**config.mk**
```make
export PLATFORM = sky130hd
export DESIGN_NAME = nonce_replay_window_check_core
export DESIGN_NICKNAME = d
export VERILOG_FILES = /design/src/hw/rtl/nrwc_pkg.sv /design/src/hw/rtl/nonce_replay_window_check_core.sv
export SDC_FILE = /design/constraint.sdc
export NUM_CORES = 2
export LEC_CHECK = 0
export BUFFER_PORTS_ARGS = -buffer_cell sky130_fd_sc_hd__buf_2
export CAP_MARGIN = 10
export CORE_MARGIN = 2
export CORE_UTILIZATION = 50
export CTS_CLUSTER_DIAMETER = 60
export DETAILED_ROUTE_END_ITERATION = 16
export PLACE_DENSITY_LB_ADDON = 0.15
export SLEW_MARGIN = 40
export SYNTH_ARGS = -nofsm -noshare
export SYNTH_HDL_FRONTEND = slang
export SYNTH_SLANG_ARGS = --single-unit
```
**constraint.sdc**
```tcl
create_clock -name clk -period 11.1 [get_ports clk]
set_clock_uncertainty 0.2 [all_clocks]
set_input_delay 2.775 -clock clk [delete_from_list [all_inputs] [get_ports clk]]
set_output_delay 2.775 -clock clk [all_outputs]
set_load 0.005 [all_outputs]
```
**src/hw/rtl/nrwc_pkg.sv**
```systemverilog
package nrwc_pkg;

	// Default sizing of the nonce and of the replay window.
	localparam int NONCE_BYTES_DEF = 7;
	localparam int WINDOW_BITS_DEF = 64;

	// Register reset values.
	localparam logic        ROLE_RST     = 1'b0;
	localparam logic [6:0]  LIMIT_RST    = 7'd64;
	localparam logic [30:0] TIME_RST     = 31'd10000;
	localparam logic [31:0] DEADLINE_RST = 32'hFFFF_FFFF;

	// Register indexes on the configuration port (byte address is four times the index).
	localparam logic [1:0] REG_ROLE     = 2'd0;
	localparam logic [1:0] REG_LIMIT    = 2'd1;
	localparam logic [1:0] REG_TIME     = 2'd2;
	localparam logic [1:0] REG_DEADLINE = 2'd3;

	// Item actions.
	localparam logic ACT_SEND    = 1'b0;
	localparam logic ACT_RECEIVE = 1'b1;

	// Verdict codes.
	localparam logic [3:0] VERDICT_SENT      = 4'd0;
	localparam logic [3:0] VERDICT_NEW       = 4'd1;
	localparam logic [3:0] VERDICT_REORDERED = 4'd2;
	localparam logic [3:0] VERDICT_DUPLICATE = 4'd3;
	localparam logic [3:0] VERDICT_SHORT     = 4'd4;
	localparam logic [3:0] VERDICT_EXPIRED   = 4'd5;
	localparam logic [3:0] VERDICT_PARITY    = 4'd6;
	localparam logic [3:0] VERDICT_STALE     = 4'd7;
	localparam logic [3:0] VERDICT_AUTH_FAIL = 4'd8;

	typedef struct packed {
		logic        action;
		logic [55:0] rx_nonce;
		logic [15:0] pkt_len;
		logic        auth_ok;
		logic [31:0] time_ms;
	} nrwc_cmd_t;

	typedef struct packed {
		logic [3:0]  verdict;
		logic [55:0] tx_nonce;
	} nrwc_res_t;

endpackage

```
**src/hw/rtl/nonce_replay_window_check_core.sv**
```systemverilog
// Channel  Direction  Handshake                    Payload
// cmd      in         cmd_valid / cmd_stall        nrwc_cmd_t (action, rx_nonce, pkt_len, ...)
// res      out        res_valid / res_stall        nrwc_res_t (verdict, tx_nonce)
// cfg      in         psel/penable/pwrite/pready   paddr[3:0], pwdata/prdata 32 bits
//
// One item is accepted per cycle unless cmd_stall is high; it goes to the input stage register,
// then to the result register, from which its result is offered. All checking for an item is
// done combinationally between the two, where the session state is read and written.
// Reset loads the responder session: send nonce 2, expected nonce 1, empty window.
// A stalled result holds the input stage; the block then stalls its input only
// while both the input stage and the result register are full.
module nonce_replay_window_check_core
	import nrwc_pkg::*;
#(
	parameter int NONCE_BYTES = NONCE_BYTES_DEF,
	parameter int WINDOW_BITS = WINDOW_BITS_DEF
) (
	input  logic        clk,
	input  logic        arst_n,
	input  logic        cmd_valid,
	output logic        cmd_stall,
	input  nrwc_cmd_t   cmd,
	output logic        res_valid,
	input  logic        res_stall,
	output nrwc_res_t   res,
	input  logic        psel,
	input  logic        penable,
	input  logic        pwrite,
	input  logic [3:0]  paddr,
	input  logic [31:0] pwdata,
	output logic [31:0] prdata,
	output logic        pready
);

	// Nonces are handled at the full nonce width; the age magnitude is one bit narrower.
	localparam int NW  = 8 * NONCE_BYTES;
	localparam int MW  = NW - 1;
	localparam int SHW = $clog2(WINDOW_BITS);
	localparam logic [WINDOW_BITS-1:0] WIN_ONE = WINDOW_BITS'(1);

	// Configuration registers.
	logic        role_q;
	logic [6:0]  limit_q;
	logic [30:0] time_lim_q;
	logic [31:0] deadline_q;

	// Session state.
	logic [NW-1:0]          send_q;
	logic [NW-1:0]          expected_q;
	logic [WINDOW_BITS-1:0] seen_q;
	logic [31:0]            last_adv_q;

	// Input stage and result register.
	logic      vld_s1;
	nrwc_cmd_t cmd_s1;
	logic      res_vld_q;
	nrwc_res_t res_q;

	logic       cfg_wr;
	logic [1:0] reg_idx;
	logic       cmd_take;
	logic       res_free;
	logic       s1_move;

	assign pready  = 1'b1;
	assign reg_idx = paddr[3:2];
	assign cfg_wr  = psel && penable && pwrite && pready;

	always_comb begin
		unique case (reg_idx)
			REG_ROLE:     prdata = {31'd0, role_q};
			REG_LIMIT:    prdata = {25'd0, limit_q};
			REG_TIME:     prdata = {1'b0, time_lim_q};
			REG_DEADLINE: prdata = deadline_q;
		endcase
	end

	// The input stage may move on whenever the result register is empty or being emptied.
	assign res_free  = !res_vld_q || !res_stall;
	assign s1_move   = vld_s1 && res_free;
	assign cmd_stall = vld_s1 && !res_free;
	assign cmd_take  = cmd_valid && !cmd_stall;
	assign res_valid = res_vld_q;
	assign res       = res_q;

	// The received nonce is cut to the nonce width before any comparison.
	logic [63:0]             rx_wide;
	logic [NW-1:0]           rx_n;
	logic [NW-1:0]           diff_fwd;
	logic [NW-1:0]           diff_back;
	logic                    ahead;
	logic [MW-1:0]           mag;
	logic [MW-1:0]           mag_m1;
	logic [SHW-1:0]          bit_idx;
	logic                    bit_in_win;
	logic                    beyond_win;
	logic [WINDOW_BITS-1:0]  bit_mask;
	logic [WINDOW_BITS-1:0]  shifted;
	logic [31:0]             elapsed;
	logic                    too_late;
	logic [6:0]              lim;
	logic [3:0]              verdict;
	logic                    do_advance;
	logic                    do_mark;

	assign rx_wide   = {8'd0, cmd_s1.rx_nonce};
	assign rx_n      = rx_wide[NW-1:0];
	assign ahead     = rx_n > expected_q;
	assign diff_fwd  = rx_n - expected_q;
	assign diff_back = expected_q - rx_n;
	assign mag       = ahead ? diff_fwd[NW-1:1] : diff_back[NW-1:1];
	assign mag_m1    = mag - MW'(1);
	assign bit_idx   = mag_m1[SHW-1:0];
	assign bit_in_win = mag_m1 < MW'(WINDOW_BITS);
	assign beyond_win = mag >= MW'(WINDOW_BITS);
	assign bit_mask  = bit_in_win ? (WIN_ONE << bit_idx) : '0;
	assign shifted   = beyond_win ? '0 : (seen_q << mag[SHW-1:0]);

	// A clock that runs behind the last advance gives a negative elapsed time: never too late.
	assign elapsed  = cmd_s1.time_ms - last_adv_q;
	assign too_late = !elapsed[31] && (elapsed[30:0] > time_lim_q);
	assign lim      = (limit_q > 7'(WINDOW_BITS)) ? 7'(WINDOW_BITS) : limit_q;

	// Checks run in order; any rejection leaves the session state untouched.
	always_comb begin
		verdict    = VERDICT_SENT;
		do_advance = 1'b0;
		do_mark    = 1'b0;
		if (cmd_s1.action == ACT_RECEIVE) begin
			priority if (cmd_s1.pkt_len < 16'(NONCE_BYTES)) begin
				verdict = VERDICT_SHORT;
			end else if (cmd_s1.time_ms >= deadline_q) begin
				verdict = VERDICT_EXPIRED;
			end else if (rx_n[0] != expected_q[0]) begin
				verdict = VERDICT_PARITY;
			end else if (!ahead && (too_late || (mag > MW'(lim)))) begin
				verdict = VERDICT_STALE;
			end else if (!cmd_s1.auth_ok) begin
				verdict = VERDICT_AUTH_FAIL;
			end else if (ahead) begin
				verdict    = VERDICT_NEW;
				do_advance = 1'b1;
			end else if (mag == '0) begin
				verdict = VERDICT_DUPLICATE;
			end else if ((seen_q & bit_mask) != '0) begin
				verdict = VERDICT_DUPLICATE;
			end else begin
				verdict = VERDICT_REORDERED;
				do_mark = 1'b1;
			end
		end
	end

	always_ff @(posedge clk or negedge arst_n) begin
		if (!arst_n) begin
			vld_s1    <= 1'b0;
			res_vld_q <= 1'b0;
		end else begin
			if (cmd_take) begin
				vld_s1 <= 1'b1;
			end else if (s1_move) begin
				vld_s1 <= 1'b0;
			end
			if (s1_move) begin
				res_vld_q <= 1'b1;
			end else if (!res_stall) begin
				res_vld_q <= 1'b0;
			end
		end
	end

	always_ff @(posedge clk) begin
		if (cmd_take) begin
			cmd_s1 <= cmd;
		end
		if (s1_move) begin
			res_q.verdict <= verdict;
			if (cmd_s1.action == ACT_SEND) begin
				res_q.tx_nonce <= 56'(64'(send_q));
			end else begin
				res_q.tx_nonce <= '0;
			end
		end
	end

	// Configuration writes must come only while the block is idle (unchecked) and take priority.
	always_ff @(posedge clk or negedge arst_n) begin
		if (!arst_n) begin
			role_q     <= ROLE_RST;
			limit_q    <= LIMIT_RST;
			time_lim_q <= TIME_RST;
			deadline_q <= DEADLINE_RST;
			send_q     <= NW'(2);
			expected_q <= NW'(1);
			seen_q     <= '0;
			last_adv_q <= '0;
		end else if (cfg_wr) begin
			unique case (reg_idx)
				REG_ROLE: begin
					// Writing the role opens a fresh session.
					role_q     <= pwdata[0];
					send_q     <= pwdata[0] ? NW'(3) : NW'(2);
					expected_q <= pwdata[0] ? NW'(0) : NW'(1);
					seen_q     <= '0;
					last_adv_q <= '0;
				end
				REG_LIMIT:    limit_q    <= pwdata[6:0];
				REG_TIME:     time_lim_q <= pwdata[30:0];
				REG_DEADLINE: deadline_q <= pwdata;
			endcase
		end else if (s1_move) begin
			if (cmd_s1.action == ACT_SEND) begin
				send_q <= send_q + NW'(2);
			end
			if (do_advance) begin
				// Slide the window forward and record the previous expected nonce if it is still inside it.
				seen_q     <= shifted | bit_mask;
				expected_q <= rx_n;
				last_adv_q <= cmd_s1.time_ms;
			end else if (do_mark) begin
				seen_q <= seen_q | bit_mask;
			end
		end
	end

endmodule

```
### Word level (Yosys, flattened, before mapping)

Cells that the tools add are included.

| cells by class | value |
|---|---|
| reductions and logical operators | 32 |
| magnitude comparators | 8 |
| mux-type cells | 52 |
| bitwise logic cells | 4 |
| divide/modulo/power cells | 0 |
| shift-type cells | 2 |
| $mul | 0 |
| $add $sub $neg | 5 |
| eq/ne operators | 7 |

Operator list:

| kind | count |
|---|---|
| 56-bit two-way mux | 8 |
| 64-bit two-way mux | 7 |
| 32-bit two-way mux | 4 |
| 64-bit bitwise OR | 2 |
| 32-bit case mux with 4 select lines | 1 |
| 56-bit subtractor | 2 |
| 64-bit AND | 1 |
| 64-bit nonzero test | 1 |
| 1-bit by 6-bit << shifter with 64-bit output (first input constant) | 1 |
| 64-bit by 6-bit << shifter with 64-bit output | 1 |
| 56-bit by 2-bit adder with 56-bit output (second input constant) | 1 |
| 56-bit > comparator | 1 |
| 55-bit by 7-bit >= comparator with 1-bit output (second input constant) | 1 |
| 55-bit by 7-bit > comparator with 1-bit output | 1 |
| 55-bit logical NOT | 1 |
| 55-bit by 7-bit < comparator with 1-bit output (second input constant) | 1 |
| 55-bit two-way mux | 1 |
| 55-bit by 1-bit subtractor with 55-bit output (second input constant) | 1 |
| 32-bit >= comparator | 1 |
| 32-bit subtractor | 1 |
| 31-bit > comparator | 1 |
| 1-bit two-way mux | 24 |
| 16-bit by 3-bit < comparator with 1-bit output (second input constant) | 1 |
| 3-bit two-way mux | 4 |
| 20 further kinds | 42 |

| word-level totals | value |
|---|---|
| memories kept | 0 |
| register bits | 447 |
| ROM bits | 0 |
| bits in writable memories | 0 |
| word-level logic and storage cells | 130 |
| bits in latches | 0 |
| input bits | 149 |
| output and inout bits | 95 |

### Longest topological paths before layout

| logic depth | value |
|---|---|
| depth in word-level cells | 20 |
| depth in mapped cells | 39 |
| gate-level depth less buffers | 33 |

### Worst setup path after synthesis

No wires, ideal clock.

| path | value |
|---|---|
| path kind | input port to flip-flop |
| from | input res_stall |
| to | register send_q[54] |
| data required time | 10.822 ns |
| arrival | 7.354 ns |
| library setup time | 0.078 ns |
| cell stages on the path | 18 |
| buffers on the path | 1 |
| setup slack | 3.468 ns |
| cell sequence | nand2_1 -> and2_1 -> and3_1 -> clkbuf_1 -> nor2_1 -> nor2_1 -> nand3_1 -> nor2b_1 -> and4_1 -> nand4_1 -> nor2_1 -> nand4_1 -> nor2_1 -> nand4_1 -> nor2_1 -> nand3_1 -> or3_1 -> a21oi_1 |

| on the way | value |
|---|---|
| cells in the longest elaborated chain, start to end | 5 |

RTL lines:

| item | RTL line | RTL |
|---|---|---|
| start, declared | nonce_replay_window_check_core.sv:24 | `input logic res_stall,` |
| 1-bit logical NOT | - |  |
| 1-bit logical OR | nonce_replay_window_check_core.sv:79 | `assign res_free = !res_vld_q \|\| !res_stall;` |
| 1-bit logical AND | nonce_replay_window_check_core.sv:80 | `assign s1_move = vld_s1 && res_free;` |
| via s1_move | nonce_replay_window_check_core.sv:63 | `logic s1_move;` |
| 2-bit nonzero test (no line) | - |  |
| 3-bit AND reduction (no line) | - |  |
| end signal, assigned | nonce_replay_window_check_core.sv:202 | `send_q <= pwdata[0] ? NW'(3) : NW'(2);` |
| end signal, assigned | nonce_replay_window_check_core.sv:213 | `send_q <= send_q + NW'(2);` |
| end, declared | nonce_replay_window_check_core.sv:48 | `logic [NW-1:0] send_q;` |

The timed path passes the listed nets, and every way through them passes these cells.
A chain may end at the register's enable or synchronous reset.

### Worst setup path after layout

| path | value |
|---|---|
| from | register cmd_s1, in the netlist rx_n[12] |
| to | register seen_q[24] |

| on the way | value |
|---|---|
| cells in the longest elaborated chain, start to end | 18 |
| elaborated cells between the ends (all ways) | 42 |
| classes of those cells | add/sub: 3; order compare: 4; shift: 2; mux: 23; bitwise: 3; reduce/logical: 7 |

RTL lines:

| item | RTL line | RTL |
|---|---|---|
| start, declared | nonce_replay_window_check_core.sv:55 | `nrwc_cmd_t cmd_s1;` |
| start signal, assigned | nonce_replay_window_check_core.sv:174 | `cmd_s1 <= cmd;` |
| 56-bit subtractor, or another cell as far along | nonce_replay_window_check_core.sv:110 | `assign diff_back = expected_q - rx_n;` |
| 55-bit two-way mux | nonce_replay_window_check_core.sv:111 | `assign mag = ahead ? diff_fwd[NW-1:1] : diff_back[NW-1:1];` |
| 55-bit by 1-bit subtractor with 55-bit output | nonce_replay_window_check_core.sv:112 | `assign mag_m1 = mag - MW'(1);` |
| 55-bit by 7-bit < comparator with 1-bit output / 1-bit by 6-bit << shifter with 64-bit output (equally long branches) | nonce_replay_window_check_core.sv:114, nonce_replay_window_check_core.sv:116 |  |
| 64-bit two-way mux | nonce_replay_window_check_core.sv:116 | `assign bit_mask = bit_in_win ? (WIN_ONE << bit_idx) : '0;` |
| 64-bit AND | nonce_replay_window_check_core.sv:145 | `end else if ((seen_q & bit_mask) != '0) begin` |
| 64-bit nonzero test | nonce_replay_window_check_core.sv:145 |  |
| 1-bit two-way mux | nonce_replay_window_check_core.sv:145 |  |
| [2 not listed] | - |  |
| 1-bit two-way mux | nonce_replay_window_check_core.sv:138 | `end else if (!cmd_s1.auth_ok) begin` |
| 1-bit two-way mux | nonce_replay_window_check_core.sv:136 | `end else if (!ahead && (too_late \|\| (mag > MW'(lim)))) begin` |
| 1-bit two-way mux | nonce_replay_window_check_core.sv:134 | `end else if (rx_n[0] != expected_q[0]) begin` |
| 1-bit two-way mux | nonce_replay_window_check_core.sv:132 | `end else if (cmd_s1.time_ms >= deadline_q) begin` |
| 1-bit two-way mux | nonce_replay_window_check_core.sv:130 | `priority if (cmd_s1.pkt_len < 16'(NONCE_BYTES)) begin` |
| 1-bit two-way mux | nonce_replay_window_check_core.sv:129 | `if (cmd_s1.action == ACT_RECEIVE) begin` |
| 3-bit nonzero test (no line) | - |  |
| 3-bit AND reduction (no line) | - |  |
| end signal, assigned | nonce_replay_window_check_core.sv:217 | `seen_q <= shifted \| bit_mask;` |
| end signal, assigned | nonce_replay_window_check_core.sv:221 | `seen_q <= seen_q \| bit_mask;` |
| end, declared | nonce_replay_window_check_core.sv:50 | `logic [WINDOW_BITS-1:0] seen_q;` |

Parallel ways exist; a longest one is shown, timed or not. The select of a mux whose other input is x is not followed.

==> impl_metrics.py <==
metrics = {
    "outcome": {
        "status": "finished clean",
    },
    "synth": {
        "synth_edf_count": 166,
        "synth_async_sr_flop_share_pct": 62.9,
        "syn_nets": 4361,
        "ys_ff_latch": 447,
        "synth_ff_type": "dfrtp_1",
        "ys_warn_count": 0,
        "syn_inst": 3995,
        "synth_area_um2": 34700,
        "yosysSeqAreaShare_pct": 34.8,
        "syn_avg_cell_area_um2": 8.69,
        "ys_types": 116,
    },
    "timing": {
        "maxSlewHeadroom_pct": 42.9,
        "finalSetupTns_ns": 0,
        "finalHoldViolations": 0,
        "fmax_ghz": 0.115,
        "setup_viol": 0,
        "timing.final.max_slew_violations": 0,
        "period_share_pct": 78.7,
        "finalCriticalPeriod_ns": 8.73,
        "rsz0062_at_grt": "no",
        "worst_slew_pin_slew_ns": 0.851,
    },
    "clock_network": {
        "hold_buffers": 0,
        "post_cts.repair.setup_buffers": 0,
        "clk_pin_slew_ns": 0.06,
        "clk_latency_ns": 0.66,
        "htree_num_levels": 2,
        "clock_sinks": 447,
        "post_cts_resized": 0,
        "root_buffer": "clkbuf_16",
        "cts_tree": "built",
        "clock_path_buffers": 3,
        "cts_buffers": 53,
    },
    "placement": {
        "place_hpwl_um": 81800,
        "place.gp.congestion": 1.05,
        "numPortBuffers": 240,
    },
    "drt": {
        "wirelength_um": 111000,
        "wl_per_cell_um": 21.7,
        "firstDrtPassIters": 6,
        "vias_per_cell": 6.15,
        "vias": 31390,
        "drcViolationCount": 0,
        "antenna_left": 0,
        "drt_iter0_markers": 3254,
    },
    "worst_setup_path": {
        "critPathBufInv": 1,
        "cp_max_fo": 23,
        "cp.arrival_ns": 9.06,
        "crit_path_start_kind": "flop",
        "crit_type": "reg -> reg",
        "worstSetupEndpointType": "flop",
        "cpPeakStageDelay_ns": 0.76,
        "cp.required_ns": 11.43,
        "crit_family": "compound AO/OA/AOI/OAI gates",
        "cp_slowest_cell": "ha_1",
        "cp_cell_sequence": "ha_1 -> nand4_1 -> nor4_4 -> nand3_2 -> nand3_2 -> a211o_1 -> nand2_2 -> nand2_1 -> nand2_1 -> ha_1 -> a21oi_1 -> and3_1 -> a222oi_1 -> nand3_1 -> a222oi_1 -> o32ai_1 -> nor4_1 -> o31ai_1 -> a211oi_1 -> a41o_2 -> buf_4 -> mux2_4",
    },
    "pwr": {
        "power_density_nw_per_um2": 326,
        "leakage_nw": 16.6,
        "power_mw": 12.6,
        "ir_drop_v": 0.000346,
    },
    "cells_and_area": {
        "drive_above_1_share_pct": 14.4,
        "area_delta_synth_final_pct": 11.1,
        "nNetsFinal": 4491,
    },
    "global_routing": {
        "globalRoute.totalOverflow": 0,
        "grt_max_degree": 124,
        "grt_pass1_wl_um": 171000,
        "antenna_found_initial": 4,
        "grt_pass1_vias": 29898,
        "track_usage_pct": 30.4,
    },
    "min_path": {
        "hold_class": "reg -> reg",
    },
    "die": {
        "start_util_pct": 50.5,
        "die_area_um2": 71500,
        "fp-row-count": 96,
        "die_w_um": 267,
        "die_y_um": 267,
        "io_pins": 244,
        "core-area_um2": 68700,
    },
    "job": {
        "maxCapViolCount": 0,
    },
}
-- worst register-to-register path: cells and delay by family, from the launching register on --
family | cells | cell delay [ns]
adder cells (fa/ha/maj) | 2 | 1.50
multiplexers | 1 | 0.34
buffers and inverters | 1 | 0.41
flip-flops | 1 | 0.43
AO/OA/AOI/OAI | 8 | 3.16
AND/OR/NAND/NOR | 10 | 2.58
-- state kept, by name, summed over array words and instances (netlist names) --
register / count
cmd_s1: 50
deadline_q: 32
expected_q: 56
last_adv_q: 32
limit_q: 7
res: 60
res_valid: 1
role_q: 1
rx_n: 56
seen_q: 64
send_q: 56
time_lim_q: 31
vld_s1: 1
-- where the power goes --
group	leakage (nW)	internal (mW)	switching [mW]
Clock	0.906	1.11	0.773
Sequential	5.18	2.05	0.209
Combinational	10.5	2.90	5.54
Total	16.6	6.06	6.53
-- cell type report --
class / count / area, um^2
well taps: 931 / 1160
diodes: 2 / 5.00
multi-input cells: 3063 / 20700
fillers: 6339 / 30200
repair buffers: 293 / 1660
clock buffers: 67 / 1450
flip-flops and latches: 447 / 12100
inverters: 267 / 1000
clock inverters: 33 / 454
-- worst paths after layout --
| kind | depth (start not counted) | startpoint | to | slack (ns) |
|---|---|---|---|---|
| worst max-delay path | 22 | rx_n[12]$_DFFE_PP_ | seen_q[24]$_DFFE_PN0P_ | 2.37 |
| worst min-delay path | 2 | last_adv_q[0]$_DFFE_PN0P_ | last_adv_q[0]$_DFFE_PN0P_ | 0.29 |
| worst max register to register | 22 | rx_n[12]$_DFFE_PP_ | seen_q[24]$_DFFE_PN0P_ | 2.37 |
| worst min register to register | 2 | last_adv_q[0]$_DFFE_PN0P_ | last_adv_q[0]$_DFFE_PN0P_ | 0.29 |
| max in group asynchronous | 3 | arst_n | send_q[14]$_DFFE_PN0P_ | 7.56 |
| min in group asynchronous | 1 | arst_n | expected_q[46]$_DFFE_PN0P_ | 1.82 |
-- cells in the final DEF, fill, tap and decap left out, types with 15 or more instances in the layout --
master	netlist	final
nand2_1	386	383
o21ai_0	299	299
a21oi_1	299	298
nor2_1	262	261
inv_1	261	260
dfrtp_1	241	241
buf_2	31	239
ha_1	214	214
mux2i_1	199	199
nand3_1	171	170
edfxtp_1	166	166
nor2b_1	95	95
xnor2_1	77	75
a21o_1	71	71
nand4_1	65	65
mux2_2	64	64
nor3_1	64	63
xor2_1	55	54
clkbuf_16	0	53
buf_4	18	47
o21ai_1	45	45
o211ai_1	42	42
dfstp_2	40	40
o21a_1	37	37
a211oi_1	37	37
and3_1	34	33
nand2b_1	34	33
nor4_1	33	31
and2_1	32	31
or3_1	26	26
a22oi_1	24	24
a31oi_1	20	20
o21bai_1	18	18
mux2_4	17	17
a22o_1	16	16
or4_1	16	16
and4_1	15	15
o22ai_1	15	15
-- layer usage --
layer	global-route usage, %	part of all wire [%]	vias up
li1	-	-	14777
met1	42.3	43	15012
met2	48.6	46	1338
met3	4.10	7.5	263
met4	10.3	3.6	0
met5	0	0	-
-- kinds of logic (layout without fill, tap and decap cells) --
group	after synthesis	after routing	synth area share, %
mux	284	284	8.81
simple gates	1301	1301	18.6
buf+inv	485	660	5.77
xor+xnor	133	133	3.38
other cells	1	3	0.0108
compound gates	1127	1127	20.7
flops	447	447	34.8
fa+ha+maj	217	217	7.89
-- per-stage QoR --
| step | area [um^2] | setup slack (ns) | util, % | hold WS (ns) | cells |
|---|---|---|---|---|---|
| after floorplan | 34700 | 3.47 | - | 0.249 | 3995 |
| after global placement | 36600 | 2.72 | 53.2 | 0.257 | 4998 |
| after detailed placement | 36600 | 2.71 | 53.2 | 0.277 | 4998 |
| after CTS | 38500 | 2.64 | 56.0 | 0.298 | 5098 |
| after global routing | 38500 | 1.97 | 56.1 | 0.316 | 5102 |
| final | 38500 | 2.37 | 56.1 | 0.294 | 5103 |
-- synth_stat cells (all sizes together) (55+ instances only) --
cell	instances	area, um^2
a21o	71	533
mux2	81	976
nor2	264	996
nand2	389	1470
clkbuf	139	522
o21ai	344	1720
mux2i	199	1990
nor2b	95	594
inv	262	983
edfxtp	166	4980
ha	214	2680
xor2	55	482
nor3	69	370
a21oi	303	1530
dfrtp	241	6030
nand3	173	876
xnor2	78	691
buf	79	478
nand4	69	465
(Power assumes the default switching activity.)
